### src/lcc_pkg.sv
`timescale 1ns / 1ps
`default_nettype none

package lcc_pkg;

  localparam int Dim     = 4;
  localparam int Centers = 256;
  localparam int IdxW    = (Centers > 1) ? $clog2(Centers) : 1;
  localparam int CntW    = $clog2(Centers + 1);
  localparam int ElemW   = 16;
  localparam int DistW   = 34;
  localparam int SqW     = 2 * ElemW;

  localparam int       AddrW       = 4;
  localparam int       DataW       = 64;
  localparam bit [3:0] AddrRadius  = 4'd0;

  typedef logic [1:0] action_t;
  localparam action_t ActOffer = 2'd0;
  localparam action_t ActRead  = 2'd1;
  localparam action_t ActClear = 2'd2;

  typedef logic [ElemW-1:0] elem_t;
  typedef elem_t [3:0] vec_t;

  typedef struct packed {
    action_t     action;
    logic [15:0] elem_0;
    logic [15:0] elem_1;
    logic [15:0] elem_2;
    logic [15:0] elem_3;
    logic [7:0]  read_index;
  } req_word_t;

  typedef struct packed {
    logic        accepted;
    logic [7:0]  slot;
    logic        table_full;
    logic [8:0]  center_count;
    logic [15:0] out_elem_0;
    logic [15:0] out_elem_1;
    logic [15:0] out_elem_2;
    logic [15:0] out_elem_3;
  } rsp_word_t;

  typedef struct packed {
    logic load;
    logic scan_issue;
    logic read_issue;
    logic emit;
  } lcc_cmd_t;

  typedef struct packed {
    logic scan_left;
    logic pipe_busy;
  } lcc_stat_t;

endpackage

`default_nettype wire

### src/lcc_ctrl.sv
`timescale 1ns / 1ps
`default_nettype none

module lcc_ctrl (
  input  logic                clk,
  input  logic                rst,
  input  logic                req_valid,
  input  lcc_pkg::action_t    req_action,
  output logic                req_stall,
  output logic                rsp_valid,
  input  logic                rsp_stall,
  input  lcc_pkg::lcc_stat_t  stat,
  output lcc_pkg::lcc_cmd_t   cmd
);
  import lcc_pkg::*;

  typedef enum logic [2:0] {
    S_IDLE,
    S_SCAN,
    S_DRAIN,
    S_READ,
    S_EMIT
  } state_t;

  state_t state;
  state_t state_next;

  assign req_stall = (state != S_IDLE);

  always_comb begin
    cmd            = '0;
    cmd.load       = (state == S_IDLE) && req_valid;
    cmd.scan_issue = (state == S_SCAN) && stat.scan_left;
    cmd.read_issue = (state == S_READ);
    cmd.emit       = (state == S_EMIT) && (!rsp_valid || !rsp_stall);
  end

  always_comb begin
    state_next = state;
    case (state)
      S_IDLE: begin
        if (req_valid) begin
          case (req_action)
            ActOffer: state_next = S_SCAN;
            ActRead:  state_next = S_READ;
            default:  state_next = S_EMIT;
          endcase
        end
      end
      S_SCAN: begin
        if (!stat.scan_left) begin
          state_next = S_DRAIN;
        end
      end
      S_DRAIN: begin
        if (!stat.pipe_busy) begin
          state_next = S_EMIT;
        end
      end
      S_READ: begin
        state_next = S_EMIT;
      end
      S_EMIT: begin
        if (cmd.emit) begin
          state_next = S_IDLE;
        end
      end
      default: begin
        state_next = S_IDLE;
      end
    endcase
  end

  always_ff @(posedge clk) begin
    if (rst) begin
      state     <= S_IDLE;
      rsp_valid <= 1'b0;
    end else begin
      state <= state_next;
      if (cmd.emit) begin
        rsp_valid <= 1'b1;
      end else if (!rsp_stall) begin
        rsp_valid <= 1'b0;
      end
    end
  end

endmodule

`default_nettype wire

### config.mk
export PLATFORM = sky130hd
export DESIGN_NAME = lcc_ctrl
export DESIGN_NICKNAME = d
export VERILOG_FILES = /design/src/lcc_pkg.sv /design/src/lcc_ctrl.sv
export SDC_FILE = /design/constraint.sdc
export NUM_CORES = 1
export LEC_CHECK = 0
export BUFFER_PORTS_ARGS = -buffer_cell sky130_fd_sc_hd__buf_2
export CORE_AREA = 5 5 42 44
export DETAILED_ROUTE_END_ITERATION = 7
export DIE_AREA = 0 0 47 49
export SKIP_LAST_GASP = 1
export SYNTH_ARGS = -nofsm -noshare
export SYNTH_HDL_FRONTEND = slang
export SYNTH_SLANG_ARGS = --single-unit
### constraint.sdc
create_clock -name clk -period 4.1 [get_ports clk]
set_input_delay 1.23 -clock clk [delete_from_list [all_inputs] [get_ports clk]]
set_output_delay 1.23 -clock clk [all_outputs]
set_load 0.1 [all_outputs]
==> reports/summary.txt <==
Run status -> complete, no violations
Placed inst area -> 323 um2
Chip height -> 49 um
Compound-gate portion of the synthesized area -> 20.5%
Clock Pin Slew Worst Setup and Hold Paths -> 0.03 ns
CP most frequent cell -> buf_2
Die area -> 2300 um2
Worst path cell trace -> buf_2 -> nand2b_1 -> nor3_2 -> buf_2
Initial antenna violation count -> 0
Slowest CP cell -> buf_2
PortBufs -> 13
Largest net degree at the start of global routing -> 11
RSZ-0062 raised after global routing -> no
Crit. End Element -> primary output
Relative slew slack -> 67.8%
CTS root buffer -> clkbuf_4
Synth Cell Area -> 244 um2
First-pass GRT wire length -> 945 um
GP Congestion -> 0.760
CTS Buf Count -> 3
Post-Synthesis Cells -> 30
Die width -> 47 um
Period utilization -> 77.5%
Largest family of logic cells by synthesized area -> simple AND/OR/NAND/NOR gates
# clock sinks -> 4
Crit start category -> input pin
Max Cap Viol -> 0
All-layer global routing usage -> 5.43%
Tmin final -> 3.18 ns
Setup_tns -> 0 ns
Clock Tree Buf Depth -> 2
Hold buffer count at CTS -> 0
Nets@finish -> 55
Hold Violations, Final -> 0
Crit path max fanout -> 2
Kind of critical path -> in -> out
Vias -> 275
Register area share after synthesis -> 32.8%
Clk_skew -> 0.00230 ns
Setup Buffers After CTS -> 0
CTS tree -> done
Remaining global-route overflow -> 0
Leak -> 0.000165 uW
Yosys reg bits -> 4
Crit path buffers/inverters -> 2
PwrDens -> 443 nW/um2
Initial Utilization -> 17.4%
DR iter-0 viols -> 9
Crit path max-delay family -> buffers and inverters
Count of cell types in the netlist -> 19
Max IR drop VDD -> 0.146 mV
Worst Path Arrival -> 1.95 ns
Yosys warning total -> 0
DR pass1 iterations -> 3
H-tree levels -> 1
Mean Syn Cell Area -> 8.13 um2
Xor/xnor share of the synthesized area -> 0%
Via density -> 4.51
Worst path max stage delay -> 0.44 ns
Max Freq -> 0.315 GHz
HP Class -> reg -> reg
Final setup fails -> 0
Layout area overhead -> 41.5%
I/O Pins -> 14
Number of global-route vias before repair -> 264
Synth Area in Simple Gates -> 39.0%
Routed WL per cell -> 9.90 um
Clk_lat worst skew -> 0.23 ns
DRT Wirelength -> 604 um
Row cnt -> 14
Worst Max-Slew Pin Slew -> 0.487 ns
CTS resizes -> 0
Synth Net Count -> 38
Share of cells above drive strength 1 -> 40.0%
Design Area, Final -> 345 um2
CP Data Required Time -> 2.87 ns
Mux contribution to synthesized area -> 0%
Adder-Cell Fraction of Synth Area -> 0%
Fin. max-slew vios -> 0
Post-detail-place hpwl -> 506 um
Routed Antenna Nets -> 0
DRC -> 0
Antenna Cells -> 0
Core ar. -> 1400 um2
[logic make-up after synthesis]
kind of cell / count (synthesis)
AOI/OAI and AO/OA: 7
buffers and inverters: 3
DFF: 4
and+or+nand+nor: 16
[path summary, 6_finish.rpt]
path	from	end	slack, ns	depth (start not counted)
worst min-delay path	rsp_valid	rsp_valid	0.49	2
worst max-delay path	req_valid	cmd[3]	0.92	4
worst max register to register	state[2]	state[2]	2.75	3
worst min register to register	rsp_valid	rsp_valid	0.49	2
[worst min-delay path, delay by kind of cell, from the launching register on]
kind             cells  cell delay, ns
AO/OA/AOI/OAI        1            0.06
flip-flops           1            0.31
AND/OR/NAND/NOR      1            0.07
[through the flow]
| step | hold WS, ns | util (%) | instances | setup WS (ns) | total power [uW] |
|---|---|---|---|---|---|
| 2_1_floorplan | 0.474 | - | 30 | 0.162 | 96.8 |
| 3_3_place_gp | 0.476 | 23.0 | 58 | 0.923 | 107 |
| 3_5_place_dp | 0.485 | 23.0 | 58 | 0.920 | 107 |
| 4_1_cts | 0.490 | 24.6 | 61 | 0.918 | 156 |
| 5_1_grt | 0.513 | 24.6 | 61 | 0.897 | 162 |
| 6_report | 0.488 | 24.6 | 61 | 0.924 | 153 |
[state kept, by name, summed over array words and instances (netlist names)]
| name | count |
|---|---|
| state | 3 |
| rsp_valid | 1 |
[cell usage after synthesis, drive strengths merged]
| cell type | instances | area [um2] |
|---|---|---|
| a21oi | 3 | 15.0 |
| a221oi | 1 | 8.76 |
| a2bb2oi | 1 | 8.76 |
| and3 | 2 | 12.5 |
| buf | 1 | 11.3 |
| dfxtp | 4 | 80.1 |
| inv | 2 | 7.51 |
| nand2 | 3 | 11.3 |
| nand2b | 1 | 6.26 |
| nand3b | 1 | 7.51 |
| nand4 | 1 | 6.26 |
| nor2 | 1 | 3.75 |
| nor2b | 3 | 18.8 |
| nor3 | 1 | 5.00 |
| nor4 | 1 | 6.26 |
| o221ai | 1 | 8.76 |
| o311ai | 1 | 8.76 |
| or2 | 1 | 6.26 |
| or3b | 1 | 11.3 |
[power breakdown]
part | leakage [uW] | switching (uW) | internal (uW) | total (uW)
combinational | 0.000118 | 47.1 | 13.3 | 60.4
clock | 0.0000138 | 14.0 | 32.6 | 46.6
sequential | 0.0000327 | 4.03 | 42.0 | 46.1
[area by class of cell]
cell class / count / area (um2)
Inverter: 2 / 7.51
Sequential cell: 4 / 80.1
Timing Repair Buffer: 13 / 65.1
Fill cell: 164 / 1060
Tap cell: 16 / 20.0
Clock buffer: 3 / 22.5
Multi-Input combinational cell: 23 / 150
[placed cells by master (no fill, tap or decap), drive strengths merged]
master   instances
nor3             1
nand2b           1
nor2b            3
a21oi            3
a2bb2oi          1
or2              1
and3             2
inv              2
o221ai           1
nand2            3
clkbuf           3
nor4             1
o311ai           1
buf             13
nand3b           1
dfxtp            4
a221oi           1
nand4            1
nor2             1
or3b             1
[layer usage]
metal / wire length (um) / global-route usage, % / vias to the layer above
met5: 0 / 0 / -
met4: 0 / 0 / 0
met3: 63 / 4.43 / 0
met2: 264 / 7.92 / 11
met1: 276 / 6.61 / 124
li1: - / - / 140
No activity file was read; power rests on OpenSTA's default activity.
